`src/rtl/core/pfa_pkg.sv`:
```
// ----------------------------------------------------------------------------
// pfa_pkg: shared types and constants for the partition fit allocator
// beat layouts, action and fit codes, scan record and cell control bundle
// ----------------------------------------------------------------------------
package pfa_pkg;

  localparam int NUM_PARTITIONS = 16;
  localparam int SIZE_BITS      = 16;
  localparam int IDX_W          = (NUM_PARTITIONS > 1) ? $clog2(NUM_PARTITIONS) : 1;
  localparam int COUNT_W        = 5;
  localparam int CMP_W          = ((IDX_W > COUNT_W) ? IDX_W : COUNT_W) + 1;
  localparam int CFG_W          = 5;
  localparam int CFG_IDX_W      = 1;
  localparam int REQNUM_W       = 8;

  typedef enum logic [1:0] {
    ACT_LOAD    = 2'd0,
    ACT_RESTART = 2'd1,
    ACT_ALLOC   = 2'd2
  } action_t;

  // fit rule codes, code three falls back to first fit
  localparam logic [1:0] FIT_FIRST = 2'd0;
  localparam logic [1:0] FIT_BEST  = 2'd1;
  localparam logic [1:0] FIT_WORST = 2'd2;

  localparam logic [CFG_IDX_W-1:0] CFG_FIT_MODE   = 1'd0;
  localparam logic [CFG_IDX_W-1:0] CFG_PART_COUNT = 1'd1;

  localparam logic [COUNT_W-1:0] PART_COUNT_RESET = COUNT_W'(16);

  typedef enum logic {
    ST_IDLE,
    ST_SCAN
  } state_t;

  typedef struct packed {
    action_t      action;
    logic [3:0]   partition_index;
    logic [15:0]  size_kb;
  } req_t;

  typedef struct packed {
    logic         granted;
    logic [3:0]   chosen_partition;
    logic [15:0]  chosen_size_kb;
    logic [7:0]   request_number;
  } rsp_t;

  // record that walks down the row of cells during an allocate
  typedef struct packed {
    logic                 active;
    logic                 found;
    logic [IDX_W-1:0]     pick;
    logic [SIZE_BITS-1:0] pick_size;
    logic [15:0]          req_size;
    logic [1:0]           mode;
    logic [COUNT_W-1:0]   limit;
  } scan_t;

  // broadcast control from the top level to every cell
  typedef struct packed {
    logic                 load_en;
    logic [IDX_W-1:0]     load_idx;
    logic [SIZE_BITS-1:0] load_size;
    logic                 clear;
    logic                 mark_en;
    logic [IDX_W-1:0]     mark_idx;
  } cell_ctl_t;

endpackage

```
`src/rtl/core/pfa_cell.sv`:
```
// ----------------------------------------------------------------------------
// pfa_cell: one partition slot of the allocator row
// holds one size and its in-use mark, refines the passing scan record
// ----------------------------------------------------------------------------
module pfa_cell (
  input  logic                      clk,
  input  logic                      rst,
  input  logic [pfa_pkg::IDX_W-1:0] idx,
  input  pfa_pkg::cell_ctl_t        ctl,
  input  pfa_pkg::scan_t            rec_in,
  output pfa_pkg::scan_t            rec_out
);

  logic [pfa_pkg::SIZE_BITS-1:0] size;
  logic                          used;
  logic                          in_range;
  logic                          big_enough;
  logic                          eligible;
  pfa_pkg::scan_t                rec_next;

  assign in_range   = pfa_pkg::CMP_W'(idx) < pfa_pkg::CMP_W'(rec_in.limit);
  assign big_enough = 32'(size) >= 32'(rec_in.req_size);
  assign eligible   = rec_in.active && !used && in_range && big_enough;

  always_comb begin
    rec_next = rec_in;
    if (eligible) begin
      if (!rec_in.found) begin
        rec_next.found     = 1'b1;
        rec_next.pick      = idx;
        rec_next.pick_size = size;
      end else if (rec_in.mode == pfa_pkg::FIT_BEST && size < rec_in.pick_size) begin
        rec_next.pick      = idx;
        rec_next.pick_size = size;
      end else if (rec_in.mode == pfa_pkg::FIT_WORST && size > rec_in.pick_size) begin
        rec_next.pick      = idx;
        rec_next.pick_size = size;
      end
    end
  end

  // size table entry, undefined until loaded
  always_ff @(posedge clk) begin
    if (ctl.load_en && ctl.load_idx == idx) begin
      size <= ctl.load_size;
    end
  end

  always_ff @(posedge clk) begin
    if (rst) begin
      used    <= 1'b0;
      rec_out <= '0;
    end else begin
      rec_out <= rec_next;
      if (ctl.clear) begin
        used <= 1'b0;
      end else if (ctl.mark_en && ctl.mark_idx == idx) begin
        used <= 1'b1;
      end
    end
  end

endmodule

```
`src/rtl/core/partition_fit_allocator.sv`:
```
// ----------------------------------------------------------------------------
// partition_fit_allocator: fixed-partition allocator, first/best/worst fit
// row of partition cells scanned by a travelling search record
// ----------------------------------------------------------------------------
// usage
//   req channel (req_valid/req_stall/req) carries load, restart and allocate
//   beats. a load writes one partition size, a restart frees every partition
//   and zeroes the request counter; neither gives a result beat.
//   an allocate beat gives exactly one rsp beat (rsp_valid/rsp_stall/rsp).
//   cfg_we/cfg_index/cfg_data write fit_mode and partition_count; the user
//   must write them only while the block is idle, the block does not enforce it.
// sequencing
//   load and restart beats can be taken back to back while no result is held off.
//   an allocate walks a search record through the sixteen cells, one cell
//   per cycle, and its result is registered as the record leaves the row;
//   one allocate is in flight at a time and the next beat can be taken in
//   the same cycle as the result shows, unless the receiver holds it off.
// reset
//   rst is synchronous: all partitions free, counter zero, fit_mode first
//   fit, partition_count 16. sizes are not cleared and are undefined until
//   loaded.
// stalls
//   the result sits in an output register; while the receiver holds it off,
//   and while a scan runs, every request beat is held off.
// ----------------------------------------------------------------------------
module partition_fit_allocator (
  input  logic                          clk,
  input  logic                          rst,
  input  logic                          req_valid,
  output logic                          req_stall,
  input  pfa_pkg::req_t                 req,
  output logic                          rsp_valid,
  input  logic                          rsp_stall,
  output pfa_pkg::rsp_t                 rsp,
  input  logic                          cfg_we,
  input  logic [pfa_pkg::CFG_IDX_W-1:0] cfg_index,
  input  logic [pfa_pkg::CFG_W-1:0]     cfg_data
);

  localparam int N = pfa_pkg::NUM_PARTITIONS;

  pfa_pkg::state_t                  state;
  pfa_pkg::state_t                  state_next;
  logic [1:0]                       fit_mode;
  logic [pfa_pkg::COUNT_W-1:0]      partition_count;
  logic [pfa_pkg::REQNUM_W-1:0]     request_counter;

  pfa_pkg::scan_t                   chain [N+1];
  pfa_pkg::cell_ctl_t               ctl;
  logic [N-1:0]                     chain_active;

  logic                             req_fire;
  logic                             rsp_fire;
  logic                             done;
  logic                             inject;
  logic                             out_blocked;

  assign req_fire    = req_valid && !req_stall;
  assign rsp_fire    = rsp_valid && !rsp_stall;
  assign out_blocked = rsp_valid && rsp_stall;
  assign done        = chain[N].active;

  // ---- sequencer: next state ----
  always_comb begin
    state_next = state;
    case (state)
      pfa_pkg::ST_IDLE: begin
        if (req_fire && req.action == pfa_pkg::ACT_ALLOC) begin
          state_next = pfa_pkg::ST_SCAN;
        end
      end
      pfa_pkg::ST_SCAN: begin
        if (done) begin
          state_next = pfa_pkg::ST_IDLE;
        end
      end
      default: state_next = pfa_pkg::ST_IDLE;
    endcase
  end

  // ---- sequencer: outputs ----
  always_comb begin
    req_stall = 1'b1;
    inject    = 1'b0;
    case (state)
      pfa_pkg::ST_IDLE: begin
        // a waiting result only blocks while the receiver holds it off
        req_stall = out_blocked;
        inject    = req_fire && req.action == pfa_pkg::ACT_ALLOC;
      end
      pfa_pkg::ST_SCAN: begin
        req_stall = 1'b1;
      end
      default: req_stall = 1'b1;
    endcase
  end

  always_ff @(posedge clk) begin
    if (rst) begin
      state <= pfa_pkg::ST_IDLE;
    end else begin
      state <= state_next;
    end
  end

  // ---- configuration registers ----
  always_ff @(posedge clk) begin
    if (rst) begin
      fit_mode        <= pfa_pkg::FIT_FIRST;
      partition_count <= pfa_pkg::PART_COUNT_RESET;
    end else if (cfg_we) begin
      case (cfg_index)
        pfa_pkg::CFG_FIT_MODE:   fit_mode        <= cfg_data[1:0];
        pfa_pkg::CFG_PART_COUNT: partition_count <= cfg_data[pfa_pkg::COUNT_W-1:0];
        default: ;
      endcase
    end
  end

  // ---- search record entering the row ----
  always_comb begin
    chain[0]           = '0;
    chain[0].active    = inject;
    chain[0].req_size  = req.size_kb;
    chain[0].mode      = fit_mode;
    chain[0].limit     = partition_count;
  end

  // ---- broadcast control to the cells ----
  always_comb begin
    ctl           = '0;
    ctl.load_en   = req_fire && req.action == pfa_pkg::ACT_LOAD &&
                    32'(req.partition_index) < 32'(N);
    ctl.load_idx  = pfa_pkg::IDX_W'(req.partition_index);
    ctl.load_size = pfa_pkg::SIZE_BITS'(req.size_kb);
    ctl.clear     = req_fire && req.action == pfa_pkg::ACT_RESTART;
    // the winner is marked as the record leaves the end of the row
    ctl.mark_en   = done && chain[N].found;
    ctl.mark_idx  = chain[N].pick;
  end

  // ---- the row of cells ----
  for (genvar g = 0; g < N; g++) begin : g_cell
    pfa_cell u_cell (
      .clk     (clk),
      .rst     (rst),
      .idx     (pfa_pkg::IDX_W'(g)),
      .ctl     (ctl),
      .rec_in  (chain[g]),
      .rec_out (chain[g+1])
    );
    assign chain_active[g] = chain[g+1].active;
  end

  // ---- request counter, saturating ----
  always_ff @(posedge clk) begin
    if (rst) begin
      request_counter <= '0;
    end else if (ctl.clear) begin
      request_counter <= '0;
    end else if (done && request_counter != '1) begin
      request_counter <= request_counter + 1'b1;
    end
  end

  // ---- output register ----
  always_ff @(posedge clk) begin
    if (rst) begin
      rsp_valid <= 1'b0;
    end else if (done) begin
      rsp_valid <= 1'b1;
    end else if (rsp_fire) begin
      rsp_valid <= 1'b0;
    end
  end

  always_ff @(posedge clk) begin
    if (done) begin
      rsp.granted          <= chain[N].found;
      rsp.chosen_partition <= chain[N].found ? 4'(chain[N].pick) : 4'd0;
      rsp.chosen_size_kb   <= chain[N].found ? 16'(chain[N].pick_size) : 16'd0;
      rsp.request_number   <= request_counter;
    end
  end

  // ---- assertions ----
  a_one_record: assert property (@(posedge clk) disable iff (rst)
    $countones(chain_active) <= 1)
    else $error("more than one search record in the row");

  a_done_in_scan: assert property (@(posedge clk) disable iff (rst)
    done |-> state == pfa_pkg::ST_SCAN)
    else $error("scan finished outside a scan");

  a_refused_zero: assert property (@(posedge clk) disable iff (rst)
    rsp_valid && !rsp.granted |-> rsp.chosen_partition == 4'd0 && rsp.chosen_size_kb == 16'd0)
    else $error("refused result carries a partition");

  a_counter_step: assert property (@(posedge clk) disable iff (rst)
    done |=> request_counter != $past(request_counter) || $past(request_counter) == '1)
    else $error("request counter did not advance");

endmodule
```
`config.mk`:
```
export PLATFORM = sky130hd
export DESIGN_NAME = partition_fit_allocator
export DESIGN_NICKNAME = d
export VERILOG_FILES = /design/src/rtl/core/pfa_pkg.sv /design/src/rtl/core/pfa_cell.sv /design/src/rtl/core/partition_fit_allocator.sv
export SDC_FILE = /design/constraint.sdc
export NUM_CORES = 2
export LEC_CHECK = 0
export ABC_AREA = 0
export BUFFER_PORTS_ARGS = -buffer_cell sky130_fd_sc_hd__buf_2
export CORE_MARGIN = 2
export CORE_UTILIZATION = 56
export CTS_CLUSTER_SIZE = 40
export DETAILED_ROUTE_END_ITERATION = 12
export PLACE_DENSITY = 0.72
export SLEW_MARGIN = 20
export SYNTH_ARGS = -nofsm -noshare
export SYNTH_HDL_FRONTEND = slang
export SYNTH_SLANG_ARGS = --single-unit
```
`constraint.sdc`:
```
create_clock -name clk -period 3.5 [get_ports clk]
set_clock_uncertainty 0.15 [all_clocks]
set_input_delay 1.05 -clock clk [delete_from_list [all_inputs] [get_ports clk]]
set_output_delay 1.05 -clock clk [all_outputs]
set_load 0.05 [all_outputs]
```
Word level (Yosys, flattened, before mapping)
Index checks and enable logic that the tools add are counted.
{"block": "classes", "n_reduce_logical": 144, "addsub": 1, "n_bitwise": 3, "mux": 68, "n_eq_ne": 63, "n_lt_le_gt_ge": 62}
{"operator": "$mux W20", "n": 45}
{"operator": "$mux W21", "n": 16}
{"operator": "$ge A16 B16 Y1", "n": 16}
{"operator": "$gt A16 B16 Y1", "n": 15}
{"operator": "$lt A16 B16 Y1", "n": 15}
{"operator": "$logic_and A1 B1 Y1", "n": 118}
{"operator": "$eq A4 B4 Y1 const B", "n": 16}
{"operator": "$lt A4 B5 Y1 const A", "n": 8}
{"operator": "$eq A2 B1 Y1 const B", "n": 16}
{"operator": "$eq A2 B2 Y1 const B", "n": 16}
{"operator": "$eq A4 B3 Y1 const B", "n": 8}
{"operator": "$lt A3 B5 Y1 const A", "n": 4}
{"operator": "$logic_not A1 Y1", "n": 18}
{"operator": "$eq A4 B2 Y1 const B", "n": 4}
{"operator": "$lt A1 B5 Y1 const A", "n": 2}
{"operator": "$lt A2 B5 Y1 const A", "n": 2}
{"operator": "$add A8 B1 Y8 const B", "n": 1}
{"operator": "$eq A4 B1 Y1 const B", "n": 2}
{"operator": "$logic_not A4 Y1", "n": 2}
{"operator": "$ne A8 B8 Y1 const B", "n": 1}
{"operator": "$mux W1", "n": 5}
{"operator": "$pmux W1 S2", "n": 2}
{"operator": "$reduce_and A2 Y1", "n": 2}
{"operator": "$reduce_or A2 Y1", "n": 2}
{"operator": "3 further kinds", "n": 5}
{"block": "word_totals", "elab_cells": 491, "register_bits": 1015, "output_inout_bits": 31, "inputBits": 33}

Longest topological paths before layout
{"block": "depth", "word_depth": 11, "mapped_depth": 11, "mapped_depth_nobuf": 9}

Cells and area by module
A second synthesis with hierarchy kept.
{"block": "unflattened", "cells_unflattened": 4921, "area_unflattened_um2": 50653.6}
{"module": "pfa_cell", "seq_area_each_um2": 1401.3, "cells_per_inst": 298, "area_each_um2": 3047.9, "instances": 16}
{"module": "partition_fit_allocator", "seq_area_each_um2": 1211.2, "cells_per_inst": 153, "area_each_um2": 1886.8, "instances": 1}

Worst setup path after synthesis
No wires, ideal clock.
{"block": "synth_path", "path_kind": "input -> register", "start": "input port rsp_stall", "end": "register g_cell[0].u_cell.size[0] (netlist name) (enable)", "arrival_ps": 2803, "path_stages": 5, "slack_ps": 138, "setup_ps": 409, "cell_sequence": "nand2_1 -> nand3b_1 -> nor4_1 -> nand2b_1 -> nor3_1"}
{"block": "synth_via", "elab_chain_cells": 6}
{"item": "start: declaration", "line_no": "partition_fit_allocator.sv:33", "source": "input logic rsp_stall,"}
{"item": "$logic_and A1 B1 Y1", "line_no": "partition_fit_allocator.sv:60", "source": "assign out_blocked = rsp_valid && rsp_stall;"}
{"item": "$pmux W1 S2", "line_no": "partition_fit_allocator.sv:85", "source": "case (state)"}
{"item": "$logic_not A1 Y1", "line_no": "partition_fit_allocator.sv:58", "source": "assign req_fire = req_valid && !req_stall;"}
{"item": "$logic_and A1 B1 Y1", "line_no": "partition_fit_allocator.sv:58"}
{"item": "$logic_and A1 B1 Y1", "line_no": "partition_fit_allocator.sv:132", "source": "ctl.load_en = req_fire && req.action == pfa_pkg::ACT_LOAD &&"}
{"item": "$logic_and A1 B1 Y1", "line_no": "pfa_cell.sv:44", "source": "if (ctl.load_en && ctl.load_idx == idx) begin"}
{"item": "end signal: assignment", "line_no": "pfa_cell.sv:45", "source": "size <= ctl.load_size;"}
{"item": "end: declaration", "line_no": "pfa_cell.sv:14", "source": "logic [pfa_pkg::SIZE_BITS-1:0] size;"}
No other way between the ends.
A chain may end at the register's enable or synchronous reset.

Final worst setup path
{"block": "layout_path", "start": "register g_cell[4].u_cell.size[13] (netlist name)", "end": "register g_cell[4].u_cell.rec_out[24] (netlist name)"}
{"block": "layout_via", "elab_chain_cells": 6}
{"item": "start: declaration", "line_no": "pfa_cell.sv:14"}
{"item": "start signal: assignment", "line_no": "pfa_cell.sv:45"}
{"item": "$gt A16 B16 Y1", "line_no": "pfa_cell.sv:35", "source": "end else if (rec_in.mode == pfa_pkg::FIT_WORST && size > rec_in.pick_size) begin"}
{"item": "$logic_and A1 B1 Y1", "line_no": "pfa_cell.sv:35"}
{"item": "$mux W20", "line_no": "pfa_cell.sv:35"}
{"item": "$mux W20", "line_no": "pfa_cell.sv:32", "source": "end else if (rec_in.mode == pfa_pkg::FIT_BEST && size < rec_in.pick_size) begin"}
{"item": "$mux W20", "line_no": "pfa_cell.sv:28", "source": "if (!rec_in.found) begin"}
{"item": "$mux W21 *", "line_no": "pfa_cell.sv:27", "source": "if (eligible) begin"}
{"item": "end signal: assignment", "line_no": "pfa_cell.sv:54", "source": "rec_out <= rec_next;"}
{"item": "end: declaration", "line_no": "pfa_cell.sv:11", "source": "output pfa_pkg::scan_t rec_out"}
Mark *: on every way between the ends. The rest lies on a longest branch, timed or not.

==> flow_summary.json <==
{
  "hpwl_um": 73200,
  "grt_usage_pct": 24.7,
  "final_common_cell": "dfxtp_1",
  "cts_resized": 0,
  "power_frac_comb_pct": 2.9,
  "clock_path_buffers": 3,
  "slew_viol_final": 0,
  "path_cells": "ha_1 -> nand4_2 -> nor3_2 -> a21boi_2 -> nor4_1 -> a2111o_1 -> a31oi_2 -> buf_4 -> mux2i_1",
  "drtIter0Drc": 1899,
  "pwr-share-seq_pct": 51.3,
  "path_class": "reg2reg",
  "ff2ff_path_depth": 9,
  "pwr-share-clk_pct": 45.8,
  "cts_setup_buffers": 0,
  "arrival_ps": 3580,
  "cp_num_buf_inv": 1,
  "vias_per_cell": 5.28,
  "drv_cap": 0,
  "hp-class": "reg2reg",
  "antenna_found_initial": 13,
  "hold_buffers": 0,
  "drc_errors": 0,
  "critPathLaunchType": "flip-flop",
  "overflow": 0,
  "hold_viol": 0,
  "path_max_fanout": 10,
  "cp.depth": 9,
  "p_leak_nw": 18.6,
  "setup_viol": 0,
  "slowest_delay_ps": 460,
  "final_cell_mix": "dfxtp_1, inv_1, nand2b_1",
  "gp_congestion": 0.879,
  "yosysUniqueCellTypes": 64,
  "ys_seq_area_share_pct": 50.7,
  "start_util_pct": 56.8,
  "syn_area_mm2": 0.0449,
  "synth_edf_count": 285,
  "rsz0062_at_grt": "false",
  "outcome": "finished, final reports clean",
  "rows": 103,
  "grt_pass1_wl_um": 158000,
  "cts_max_level": 3,
  "vias": 29200,
  "dieArea_mm2": 0.0825,
  "tns_ps": 0,
  "syn2layout_area_growth_pct": 11.2,
  "cts_sinks": 996,
  "min_period_over_period_pct": 90.7,
  "cts_buffers": 99,
  "yosysWarnings": 0,
  "timing.rr.start": "g_cell[4].u_cell.size[13]",
  "fin_ws_ps": 327,
  "cts-root-buf": "clkbuf_16",
  "power_density_mw_per_mm2": 465,
  "fin_crit_ps": 3170,
  "p_sw_share_pct": 21.2,
  "rrSetupSlack_ps": 330,
  "worstPathRequired_ps": 3900,
  "wl_um": 101000,
  "coreArea_mm2": 0.0791,
  "vdd.ir_drop.worst_uv": 409,
  "crit_start": "g_cell[4].u_cell.size[13]",
  "grt_pass1_vias": 29000,
  "syn-num-nets": 4814,
  "syn_avg_cell_area_um2": 10.5,
  "cts_tree": "yes",
  "intPower_mw": 18.3,
  "drive_above_1_share_pct": 7.27,
  "cp-end-kind": "flip-flop",
  "grt_max_degree": 192,
  "wl_per_cell_um": 18.3,
  "slew_headroom_pct": 36.7,
  "async_flop_share_pct": 0,
  "finalNetCount": 4916,
  "ant_nets": 0,
  "clk_latency_ps": 650,
  "dieWidth_um": 287,
  "io_buffers": 63,
  "pre_cts_slack_ps": 209,
  "p_sw_mw": 4.93,
  "ys_ff_latch": 996,
  "num_io_pins": 64,
  "crit_path_top_delay_cell": "a31oi_2",
  "worst_pin_slew_ps": 950,
  "firstDrtPassIters": 6,
  "endpoint": "g_cell[4].u_cell.rec_out[24]",
  "path_clk_slew_ps": 60,
  "regToRegEndpoint": "g_cell[4].u_cell.rec_out[24]",
  "fmax_mhz": 315,
  "synthFlopType": "dfxtp_1",
  "syn_inst": 4284,
  "cpLargestDelayFamily": "compound AO/OA/AOI/OAI gates",
  "die_h_um": 287
}
[how the worst min path moves through the flow]
stage                               endpoint  cells after the start                          start  slack [ps]
2_1_floorplan  g_cell[12].u_cell.rec_out[41]                      2  g_cell[11].u_cell.rec_out[41]         260
3_3_place_gp    g_cell[7].u_cell.rec_out[41]                      2   g_cell[6].u_cell.rec_out[41]         270
3_5_place_dp    g_cell[7].u_cell.rec_out[41]                      2   g_cell[6].u_cell.rec_out[41]         270
4_1_cts         g_cell[7].u_cell.rec_out[39]                      2   g_cell[6].u_cell.rec_out[39]         270
5_1_grt        g_cell[14].u_cell.rec_out[41]                      2  g_cell[13].u_cell.rec_out[41]         290
6_report        g_cell[7].u_cell.rec_out[39]                      2   g_cell[6].u_cell.rec_out[39]         280
[per-stage QoR]
stage | hold WS, ps | cells | utilization, % | total power [mW] | cell area (um2)
final | 275 | 5521 | 63.1 | 23.2 | 50000
after global routing | 294 | 5520 | 63.1 | 23.9 | 50000
after CTS | 274 | 5520 | 63.1 | 23.4 | 50000
after detailed placement | 268 | 5335 | 58.9 | 12.9 | 46600
after global placement | 266 | 5335 | 58.9 | 12.8 | 46600
after floorplan | 261 | 4284 | - | 12.6 | 44900
[synthesized netlist by cell type, types with 11 or more instances]
library cell,n,area share (%)
nor3b_1,21,0.35
edfxtp_1,285,19
a31oi_1,21,0.29
and4_1,13,0.25
nand2b_1,505,7.0
a21oi_1,206,2.3
a2111oi_0,11,0.21
nand2_1,121,1.0
dfxtp_1,711,32
o21ai_0,42,0.47
clkbuf_1,103,0.86
a21o_1,85,1.4
a211oi_1,33,0.55
o21a_1,12,0.20
and3_1,11,0.15
nand4_1,56,0.78
nor3_1,31,0.35
o21ai_1,14,0.16
nor2b_1,167,2.3
ha_1,497,14
o211ai_1,21,0.35
nor2_1,346,2.9
and2_1,20,0.28
mux2i_1,253,5.6
nor4_1,13,0.18
inv_1,532,4.4
nand3_1,22,0.25
buf_2,11,0.12
[final cells by class]
class | count | area, um2
timing repair buffer | 132 | 943
sequential | 996 | 22800
inverter | 532 | 2000
antenna | 1 | 2.50
multi-input combinational | 2625 | 19600
tap | 1050 | 1310
clock buffer | 138 | 2930
fill | 6320 | 29200
clock inverter | 47 | 408
[cells by family after synthesis]
group / count (synthesis) / synth area share [%]
AND/OR/NAND/NOR: 1352 / 16.4
flip-flops: 996 / 50.7
buffers and inverters: 663 / 5.80
AO/OA/AOI/OAI: 516 / 7.47
adder cells (fa/ha/maj): 497 / 13.8
multiplexers: 253 / 5.64
XOR/XNOR: 7 / 0.137
[power by group through the flow]
stage / clock network [mW] / logic [mW] / registers [mW]
CTS: 10.8 / 0.679 / 11.9
global route: 11.3 / 0.737 / 11.9
detailed placement: 0 / 0.676 / 12.2
finish: 10.6 / 0.677 / 11.9
floorplan: 0 / 0.399 / 12.2
global placement: 0 / 0.663 / 12.2
[tightest hold or removal path, delay by kind of cell, from the launching register on]
| family | cells | cell delay, ps |
|---|---|---|
| flops | 1 | 290 |
| buf+inv | 1 | 40 |
| compound gates | 1 | 50 |
[flip-flops by register name (all words and copies together) (netlist names)]
name / flops
g_cell.u_cell.rec_out: 678
g_cell.u_cell.size: 256
rsp: 29
g_cell.u_cell.used: 16
request_counter: 8
partition_count: 5
fit_mode: 2
rsp_valid: 1
state: 1
[routing by layer]
layer	share of wire, %	track usage [%]
met5	0.039	0
met4	2.6	6.80
met3	4.6	3.17
met2	49	43.1
met1	44	32.2
(Power assumes the default switching activity.)
